$ cat src/hdl/psd_pkg.sv
`timescale 1ns / 1ps
package psd_pkg;

    // Width of the distance result, unsigned Q13.4.
    localparam int DIST_W = 17;

    // Default coordinate width, signed Q11.4.
    localparam int COORD_W_DEF = 16;

endpackage

$ cat src/hdl/psd_cell.sv
`timescale 1ns / 1ps
module psd_cell #(
    parameter int BIT = 0,
    parameter int SQ  = 33,
    parameter int NW  = 66,
    parameter int QW  = 50,
    parameter int CPW = 70
) (
    input  logic                        i_clk,
    input  logic                        i_rst_n,
    input  logic                        i_en,
    input  logic                        i_valid,
    input  logic [NW-1:0]               i_num,
    input  logic [SQ-1:0]               i_den,
    input  logic [psd_pkg::DIST_W-1:0]  i_k,
    input  logic [CPW-1:0]              i_p,
    input  logic [QW-1:0]               i_q,
    output logic                        o_valid,
    output logic [NW-1:0]               o_num,
    output logic [SQ-1:0]               o_den,
    output logic [psd_pkg::DIST_W-1:0]  o_k,
    output logic [CPW-1:0]              o_p,
    output logic [QW-1:0]               o_q
);
    import psd_pkg::*;

    // The cell holds k, p = k*k*den and q = k*den, so trying one more bit
    // of k needs only shifts and adds: (k+2^b)^2*den = p + q*2^(b+1) + den*4^b.
    logic [CPW-1:0] trial;
    logic           take;

    assign trial = i_p + (CPW'(i_q) << (BIT + 1)) + (CPW'(i_den) << (2 * BIT));
    assign take  = trial <= CPW'(i_num);

    always_ff @(posedge i_clk) begin
        if (!i_rst_n) begin
            o_valid <= 1'b0;
        end else if (i_en) begin
            o_valid <= i_valid;
        end
    end

    always_ff @(posedge i_clk) begin
        if (i_en) begin
            o_num <= i_num;
            o_den <= i_den;
            if (take) begin
                o_k <= i_k | (DIST_W'(1) << BIT);
                o_p <= trial;
                o_q <= i_q + (QW'(i_den) << BIT);
            end else begin
                o_k <= i_k;
                o_p <= i_p;
                o_q <= i_q;
            end
        end
    end

endmodule

$ cat config.mk
export PLATFORM = sky130hd
export DESIGN_NAME = psd_cell
export DESIGN_NICKNAME = d
export VERILOG_FILES = /design/src/hdl/psd_pkg.sv /design/src/hdl/psd_cell.sv
export SDC_FILE = /design/constraint.sdc
export NUM_CORES = 1
export LEC_CHECK = 0
export ABC_AREA = 1
export BUFFER_PORTS_ARGS = -buffer_cell sky130_fd_sc_hd__buf_2
export CAP_MARGIN = 40
export CORE_ASPECT_RATIO = 1.25
export CORE_MARGIN = 5
export CORE_UTILIZATION = 40
export DETAILED_ROUTE_END_ITERATION = 10
export GPL_TIMING_DRIVEN = 0
export PLACE_DENSITY = 0.65
export SYNTH_ARGS = -nofsm -noshare
export SYNTH_HDL_FRONTEND = slang
export SYNTH_SLANG_ARGS = --single-unit
$ cat constraint.sdc
create_clock -name i_clk -period 4.3 [get_ports i_clk]
set_clock_uncertainty 0.15 [all_clocks]
set_input_delay 0.215 -clock i_clk [delete_from_list [all_inputs] [get_ports i_clk]]
set_output_delay 0.215 -clock i_clk [all_outputs]
set_load 0.01 [all_outputs]
==> impl_results.md, run 1 <==
* Kind of critical path: input pin to flip-flop
* CTS tree: built
* Worst Setup End Kind: flip-flop
* Clock Sinks at 237
* Maximum vdd drop at 0.301 mV
* RR Startpoint: o_valid
* Total number of vias at 20100
* Post-DP HPWL at 68600 microns
* Worst reg-to-reg setup slack at 2.87 ns
* Leakage power at 12.8 nW
* Final Max Slew Viols at 0
* Clock buffer depth at 3
* Final worst slack at -0.315 ns
* R2R cell count at 3
* Skew-Pair Late Insertion Delay at 0.57 ns
* Pre-Repair DR Iteration Count at 6
* Fin crit share at 107%
* Top_reg_cell synth: edfxtp_1
* Final min period at 4.61 ns
* Synth Area in Compound Gates at 8.23%
* Peak per-stage delay on the critical path at 0.52 ns
* Die height at 252 microns
* Max FO, Critical Path at 10
* CTS HTree Levels at 1
* Power Total at 0.00894 W
* Via density per instance at 5.31
* Ys async rst share at 0%
* Detailed Route WL at 87200 microns
* Number of synthesized flops with an enable pin at 236
* Number of global-route vias before repair at 20700
* Power per cell area at 322 mW/mm^2
* Number of port buffers at 475
* Fill count at 4118
* Data arrival, critical path at 4.77 ns
* Worst EP required at 4.45 ns
* Status: finished, violations left
* Crit path capture: o_p[49]
* Cells after Synth at 2372
* Synth Net Count at 2815
* Core area at 0.0462 sq mm
* Mapped Avg Cell Area at 7.90 sq um
* Top post-synthesis cells by area: edfxtp_1 38%, nand2_1 14%, ha_1 11%
* Largest net degree at the start of global routing at 126
* WL per Instance at 23.1 microns
* Final number of hold-violating endpoints at 0
* Yosys reg bits at 237
* Post-synth top area cell: edfxtp_1
* Post-Place Cells at 3433
* Slew @ Worst Pin at 1.00 ns
* Crit path launch: i_q[0]
* Number of routed nets with antenna violations at 0
* Final cell count without fillers at 3779
* Max_slew headroom at 33.2%
* Die ar. at 0.0513 sq mm
* Cell with the most instances after synthesis: nand2_1
* Io pins at 477
* Detailed Route Iter0 Violations at 1454
* Reg-to-Reg End: o_valid
* P&R area growth vs syn at 47.8%
* Total number of yosys warnings at 0
* Seq/Total Area, Yosys at 37.9%
* RSZ-0062 raised after global routing: true
* Synth Area in Adders at 14.9%
* Most used cell, CP: nand2_1
* Synthesized area at 0.0187 sq mm
* Achievable clock frequency at 0.217 GHz
* Final setup vio count at 119
* Slowest CP cell: fa_1
* Top post-synthesis cells by count: 700 x nand2_1, 279 x inv_1, 236 x edfxtp_1
* Grt total ovfl at 0
* DR DRC count at 0
* GRT Util Overall at 32.4%
* FP Rows at 88
* Footprint of the multi-input gates at 0.0120 sq mm
* Main combinational cell family by area after synthesis: simple AND/OR/NAND/NOR gates
* Max Cap Viol at 0
* Mux contribution to synthesized area at 0%
* Total CTS buffers at 25
* XOR/XNOR Fraction of Synth Area at 4.48%
* Register Area at 0.00711 sq mm
* Failing checks: negative setup slack
* Clk Tree Root Cell: clkbuf_16
* Min-Delay Path Class: input pin to flip-flop
* Simple-Gate Fraction of Synth Area at 27.0%
* GPL Wtd Cong at 1.01
* Initial Util at 40.5%
* Number of nets in the layout at 3614
* Clk pin slew, worst setup/hold paths at 0.06 ns
* Post-synth cell types at 41
* First-pass GRT wire length at 126000 microns
* Die Width at 204 microns
* Share of layout cells above drive strength 1 at 29.3%
* Synth top area share at 37.8%
* Initial antenna violation count at 10
* Crit path launch type: input pin
==> metal layers <==
metal	GRT usage [%]	vias to the layer above	wire [microns]
met1	35.3	9468	31200
met4	15.8	6	5300
met5	0	-	36
met3	5.64	211	6020
met2	60.3	861	44600
li1	-	9508	-
==> worst max-delay path, delay by kind of cell <==
kind,cells,cell delay (ns)
compound gates,4,0.66
simple gates,21,1.82
fa+ha+maj,4,1.37
xor+xnor,1,0.17
buf+inv,4,0.51
==> layout make-up <==
| class | instances | share of cell area [%] |
|---|---|---|
| flip-flops and latches | 237 | 25.6 |
| inverters | 299 | 4.05 |
| well taps | 585 | 2.64 |
| plain buffers | 38 | 1.95 |
| clock buffers | 30 | 2.32 |
| clock inverters | 12 | 0.280 |
| multi-input cells | 1798 | 43.3 |
| repair buffers | 772 | 19.7 |
| diodes | 8 | 0.0722 |
==> logic make-up (layout without fill, tap and decap cells) <==
| logic type | count (synthesis) | in the layout |
|---|---|---|
| AND/OR/NAND/NOR | 1217 | 1218 |
| flip-flops | 237 | 237 |
| other | 0 | 8 |
| buffers and inverters | 338 | 1151 |
| AO/OA/AOI/OAI | 281 | 281 |
| adder cells (fa/ha/maj) | 203 | 203 |
| XOR/XNOR | 96 | 96 |
==> per-stage QoR <==
step / setup WS [ns] / hold slack, ns / cell area, sq um / TNS (ns) / util (%)
after global placement: -2.17 / 0.241 / 21900 / -313.70 / 47.3
after CTS: -0.342 / -0.214 / 26700 / -34.60 / 57.8
after floorplan: 0.00339 / 0.158 / 18800 / 0 / -
after global routing: -0.475 / 0.0555 / 27700 / -45.83 / 59.9
after detailed placement: -2.11 / 0.244 / 21900 / -231.61 / 47.4
final: -0.315 / 0.0177 / 27700 / -28.48 / 59.9
==> placed cells by master (no fill, tap or decap), types with 14 or more instances in the layout <==
master	Yosys	layout
edfxtp_1	236	236
nor2_4	1	18
ha_4	0	27
nor2_2	11	24
buf_2	9	470
o21bai_1	16	14
inv_2	16	18
dlygate4sd3_1	0	237
buf_6	15	23
nor3_1	24	18
a21oi_2	0	28
ha_1	169	136
nand2_2	2	91
nor2_1	220	190
nand3_2	2	31
xnor2_1	27	26
buf_4	0	41
nand2_1	700	588
a21oi_1	148	115
inv_1	279	277
clkbuf_16	0	35
nand4_1	35	35
nand3_1	194	157
nand2_4	0	20
o21ai_0	77	64
xor2_1	69	49
fa_1	34	31
==> flip-flops by register name, summed over array words and instances (netlist names) <==
signal and count:
o_p 70, o_k 17, o_q 50, o_num 66
o_valid 1, o_den 33
==> worst min path at each step <==
stage / slack, ns / cells after the start / endpoint / startpoint
6_report: 0.02 / 1 / o_num[38] / i_en
3_3_place_gp: 0.24 / 1 / o_k[9] / i_k[9]
3_5_place_dp: 0.24 / 1 / o_k[1] / i_k[1]
4_1_cts: -0.21 / 3 / o_p[0] / i_p[0]
2_1_floorplan: 0.16 / 1 / o_valid / i_en
5_1_grt: 0.06 / 3 / o_q[20] / i_q[20]
==> where the power goes <==
part / switching [W] / leakage, nW / internal [W]
clock network: 0.000944 / 0.348 / 0.00107
logic: 0.00252 / 10.2 / 0.00158
registers: 0.0000539 / 2.32 / 0.00276
total: 0.00352 / 12.8 / 0.00541
==> repair_timing <==
| item | 4_1_cts | 5_1_grt |
|---|---|---|
| cloned | 12 | 0 |
| hold buffers | 233 | 4 |
| pin swaps | 50 | 51 |
| setup endpoints to repair | 121 | 121 |
| endpoints found under the hold margin | 234 | 3 |
| resized for setup | 306 | 160 |
| setup buffers | 24 | 25 |
Power figures use the tool's default switching activity.
==> run 2: changes to the inputs <==
BUFFER_PORTS_ARGS = -buffer_cell sky130_fd_sc_hd__clkbuf_2   (was -buffer_cell sky130_fd_sc_hd__buf_2)
CORE_MARGIN = 3   (was 5)
==> run 2 against run 1 <==
Compared with the run above: the flow still finishes with violations (negative setup slack); die area shrank 3.5%; sequential share of layout area shrank 0.24 points; worst setup slack lost 0.047 ns; sequential cell count is the same; core utilization grew 0.57 points; worst hold slack lost 0.016 ns; power grew 2.7%; non-clock buffer count grew 13; critical path depth shrank 8; via count grew 0.32%; fmax shrank 1.0%; clock-buffer cell count grew 2.
==> impl_results.md, run 2 (synthesis gave the netlist of run 1 again) <==
* Io pins at 477
* Total CTS buffers at 26
* Detailed Route Iter0 Violations at 1355
* Min-Delay Path Class: input pin to flip-flop
* Post-DP HPWL at 66800 microns
* CTS HTree Levels at 1
* Max_slew headroom at 54.8%
* Die Width at 200 microns
* Final setup vio count at 121
* DR DRC count at 0
* Clock buffer depth at 3
* Most common cell after layout, fill and taps aside: nand2_1
* Setup_tns at -35.88 ns
* Final Max Slew Viols at 0
* Largest net degree at the start of global routing at 122
* Share of layout cells above drive strength 1 at 31.0%
* Max Cap Viol at 0
* Max FO, Critical Path at 8
* CTS tree: built
* Regs by FF count: o_p x70, o_num x66, o_q x50
* Skew-Pair Late Insertion Delay at 0.55 ns
* Final number of hold-violating endpoints at 0
* Detailed Route WL at 85600 microns
* Number of flip-flops in the largest register at 70
* Final worst slack at -0.362 ns
* Finished layout cell area at 0.0280 sq mm
* Die height at 248 microns
* Pre-Repair DR Iteration Count at 5
* GRT Util Overall at 33.2%
* Final min period at 4.66 ns
* Clk pin slew, worst setup/hold paths at 0.06 ns
* Data arrival, critical path at 4.83 ns
* Most frequent cells in the layout: 540 x nand2_1, 464 x clkbuf_2, 276 x inv_1
* Worst Setup End Kind: flip-flop
* Core area at 0.0462 sq mm
* Total number of vias at 20100
* Number of nets in the layout at 3628
* Worst EP required at 4.47 ns
* Initial Util at 40.5%
* Fill count at 4072
* Cell Area, Placed at 0.0219 sq mm
* Status: finished, violations left
* Biggest register: o_p
* Achievable clock frequency at 0.215 GHz
* Die ar. at 0.0495 sq mm
* WL per Instance at 22.6 microns
* Grt total ovfl at 0
* Failing checks: negative setup slack
* Hold Slack at 0.00202 ns
* Clk Tree Root Cell: clkbuf_16
* Power per cell area at 328 mW/mm^2
* Initial antenna violation count at 6
* First-pass GRT wire length at 122000 microns
* Number of global-route vias before repair at 20400
* P&R area growth vs syn at 49.2%
* Number of port buffers at 475
* Clock Sinks at 237
* Fin crit share at 108%
* FP Rows at 88
* RSZ-0062 raised after global routing: true
* Layout Utilization at 60.5%
* Crit path launch type: input pin
* Slew @ Worst Pin at 0.677 ns
* Via density per instance at 5.31
* GPL Wtd Cong at 1.03
* Leakage power at 13.0 nW
* Number of routed nets with antenna violations at 0
* Maximum vdd drop at 0.285 mV
* Kind of critical path: input pin to flip-flop
==> run 2: changes by cell type in the layout (fill, tap and decap cells not counted), sizes merged <==
cell,delta
diode,-5
buf,-451
bufbuf,-1
clkinvlp,+2
bufinv,+1
inv,-1
clkbuf,+467
clkinv,+1
==> run 2: worst max-delay path: stages <==
cell	delay (ns)
clkbuf_2	0.19
ha_1	0.33
ha_1	0.35
a21oi_1	0.26
o21ai_0	0.32
a21oi_2	0.33
o21ai_1	0.17
a21oi_1	0.14
nand2_1	0.16
xor2_1	0.25
ha_1	0.28
nand2_2	0.18
o21a_1	0.18
o21ai_1	0.08
a21oi_2	0.21
nand2_1	0.08
nand2_1	0.07
nand2_1	0.07
nand2_1	0.08
nand2_2	0.09
nand2_8	0.14
buf_12	0.13
nand2_8	0.13
clkbuf_16	0.24
nand2_4	0.06
nand2_2	0.05
==> run 2: cell type report <==
| type | count | area, sq um | share of cell area [%] |
|---|---|---|---|
| Tap cell | 585 | 732 | 2.62 |
| Inverter | 299 | 1120 | 4.01 |
| Buffer | 37 | 460 | 1.65 |
| Clock buffer | 32 | 724 | 2.59 |
| Sequential cell | 237 | 7110 | 25.4 |
| Timing Repair Buffer | 786 | 5590 | 20.0 |
| Multi-Input combinational cell | 1798 | 12100 | 43.3 |
| Antenna cell | 3 | 7.51 | 0.0268 |
| Clock inverter | 15 | 123 | 0.438 |
==> run 2: final timing paths <==
kind / startpoint / endpoint / slack, ns / cells after the start
max: i_q[46] / o_q[37] / -0.36 / 26
min: i_p[0] / o_p[0] / 0.002 / 4
max reg2reg: o_valid / o_valid / 2.81 / 3
min reg2reg: o_valid / o_valid / 1.08 / 3
==> run 2: what timing repair did <==
action,CTS,global route
setup buffers,40,24
cloned,7,4
endpoints found under the hold margin,247,3
pin swaps,38,79
setup endpoints to repair,121,121
hold buffers,234,3
gates resized for setup,264,261
==> run 2: stage by stage <==
| stage | cells | setup WS [ns] | power (W) |
|---|---|---|---|
| after floorplan | 2372 | 0.00339 | 0.00465 |
| after global placement | 3432 | -2.14 | 0.00590 |
| after detailed placement | 3434 | -2.18 | 0.00594 |
| after global routing | 3789 | -0.504 | 0.00962 |
| after CTS | 3761 | -0.341 | 0.00879 |
| final | 3792 | -0.362 | 0.00917 |
==> run 2: where the power goes <==
group          switching [W]  internal (W)
Clock               0.000978       0.00126
Combinational        0.00251       0.00160
Sequential         0.0000598       0.00276
==> run 2: metal layers <==
metal  global-route usage [%]  wire length (microns)
met1                     36.4                  30800
met2                     59.4                  42300
met3                     5.25                   5660
met4                     21.4                   6730
met5                        0                     44
==> run 3: changes to the inputs <==
CTS_BUF_LIST = sky130_fd_sc_hd__clkbuf_4   (was unset)
SLEW_MARGIN = 20   (was unset)
==> run 3 against run 2 <==
Compared with the run above: the run ends with negative hold slack, negative setup slack left; first-iteration DRC count grew 2.7%; fmax grew 5.6%; routed wire length rose by 5.1%; final area rose by 2.9%; critical path depth grew 4; global-route usage is 1.4 points higher; worst hold slack got worse by 0.46 ns; sequential power about the same; critical endpoint is now o_p[48].
==> impl_results.md, run 3 (synthesis gave the netlist of run 1 again) <==
* Power Total at 0.00938 W
* Clock Sinks at 237
* Clock buffer depth at 3
* Bufs and invs on worst path at 6
* Most common cell after layout, fill and taps aside: nand2_1
* Combinational power share at 45.8%
* Hold endpoint: o_den[0]
* Max Cap Viol at 0
* Worst Setup End Kind: flip-flop
* Clk pin slew, worst setup/hold paths at 0.06 ns
* Sw Share at 40.0%
* Final Max Slew Viols at 0
* Peak per-stage delay on the critical path at 0.55 ns
* Final number of hold-violating endpoints at 2
* Die ar. at 0.0495 sq mm
* Data arrival, critical path at 4.81 ns
* Final worst slack at -0.113 ns
* Biggest register: o_p
* Fin crit share at 103%
* Seq pwr share at 30.2%
* Crit path launch type: input pin
* Regs by FF count: o_p x70, o_num x66, o_q x50
* Hold Startpoint: i_den[0]
* Reg-to-Reg End: o_valid
* Grt total ovfl at 0
* Pre-Repair DR Iteration Count at 5
* Io pins at 477
* Skew-Pair Late Insertion Delay at 0.81 ns
* Status: finished, violations left
* Kind of critical path: input pin to flip-flop
* Clk network pwr share at 24.1%
* Core area at 0.0462 sq mm
* Number of port buffers at 475
* Most frequent cells in the layout: 598 x nand2_1, 456 x clkbuf_2, 328 x dlygate4sd3_1
* RSZ-0062 raised after global routing: true
* CTS HTree Levels at 3
* Power per cell area at 326 mW/mm^2
* Number of flip-flops in the largest register at 70
* Initial Util at 40.5%
* Detailed Route WL at 90000 microns
* Met2 Usage GRT at 62.1%
* Initial antenna violation count at 10
* P&R area growth vs syn at 53.6%
* Clk Tree Root Cell: clkbuf_4
* DR DRC count at 0
* Max FO, Critical Path at 7
* Failing checks: negative hold slack, negative setup slack
* Hold Slack at -0.459 ns
* GRT Util Overall at 34.6%
* Total number of vias at 21100
* Switching pwr at 0.00375 W
* Detailed Route Iter0 Violations at 1392
* Die Width at 200 microns
* Final setup vio count at 66
* First-pass GRT wire length at 126000 microns
* Die height at 248 microns
* Number of routed nets with antenna violations at 0
* Leakage power at 13.5 nW
* Slowest CP cell: fa_1
* Number of cells on the critical path at 30
* CTS tree: built
* Min-Delay Path Class: input pin to flip-flop
* Post-DP HPWL at 66600 microns
* Setup_tns at -3.06 ns
* R2R cell count at 3
* Number of nets in the layout at 3760
* Post-Place Cells at 3434
* Slew @ Worst Pin at 0.580 ns
* Number of global-route vias before repair at 21300
* WL per Instance at 22.8 microns
* Hold path depth at 1
* Max_slew headroom at 60.9%
* Share of layout cells above drive strength 1 at 30.7%
* Final cell count without fillers at 3953
* Achievable clock frequency at 0.227 GHz
* Total CTS buffers at 66
* Most used cell, CP: nand2_1
* Global route hottest layer: met2
* Via density per instance at 5.33
* Worst reg-to-reg setup slack at 2.86 ns
* Internal power at 0.00563 W
* Final min period at 4.41 ns
* FP Rows at 88
* M3 GR Usage at 7.14%
* M1 GR Usage at 36.8%
* Largest net degree at the start of global routing at 101
* GPL Wtd Cong at 1.03
* Maximum vdd drop at 0.212 mV
* Worst EP required at 4.69 ns
* RR Startpoint: o_valid
* CP top delay family: simple AND/OR/NAND/NOR gates
==> run 3: changes by cell type in the layout (fill, tap and decap cells not counted), moves of 9 or more <==
cell           before  now
clkbuf_4            9  103
dlygate4sd3_1     237  328
nand2_1           540  598
nand2_2           115   76
clkbuf_16          33    3
nand2_4            43   25
buf_4              56   67
ha_1              135  126
==> run 3: final cells by class <==
| class | count | area, sq um |
|---|---|---|
| repair buffers | 876 | 6390 |
| multi-input cells | 1798 | 12100 |
| clock buffers | 91 | 683 |
| clock inverters | 22 | 180 |
| flip-flops and latches | 237 | 7110 |
| fillers | 4021 | 17400 |
| inverters | 299 | 1120 |
| well taps | 585 | 732 |
| plain buffers | 39 | 422 |
| diodes | 6 | 15.0 |
==> run 3: how the worst max path moves through the flow <==
stage              end  slack [ns]      start
6_report       o_p[48]       -0.11    i_p[10]
5_1_grt        o_p[56]       -0.23    i_p[10]
4_1_cts        o_p[40]       -0.08     i_q[0]
3_5_place_dp   o_q[21]       -2.13  i_den[30]
3_3_place_gp   o_q[21]       -2.14  i_den[30]
2_1_floorplan  o_p[52]       0.003   i_den[1]
==> run 3: power groups by stage <==
stage,logic (W),clock network (W),registers (W)
final,0.00429,0.00226,0.00283
after global routing,0.00459,0.00241,0.00285
after CTS,0.00367,0.00229,0.00282
after detailed placement,0.00307,0,0.00287
after global placement,0.00301,0,0.00289
after floorplan,0.00168,0,0.00297
==> run 3: metal layers <==
metal	wire [microns]	share of wire, %	vias to the layer above
met1	31800	35	9899
met5	57	0.063	-
met2	44600	50	1029
met3	6740	7.5	291
met4	6750	7.5	8
li1	-	-	9829
==> run 3: through the flow <==
stage	setup WS (ns)	hold slack, ns	utilization, %	area, sq um
global route	-0.230	-0.487	62.2	28800
global placement	-2.14	0.241	47.3	21900
finish	-0.113	-0.459	62.3	28800
CTS	-0.0789	-0.560	58.8	27200
detailed placement	-2.13	0.244	47.4	21900
floorplan	0.00339	0.158	-	18800
==> run 3: timing repair <==
| action | CTS | global route |
|---|---|---|
| hold buffers | 324 | 4 |
| gates cloned | 4 | 1 |
| endpoints found under the hold margin | 285 | 5 |
| resized for setup | 197 | 291 |
| setup buffers | 27 | 40 |
| pin swaps | 33 | 114 |
| setup endpoints to repair | 121 | 121 |
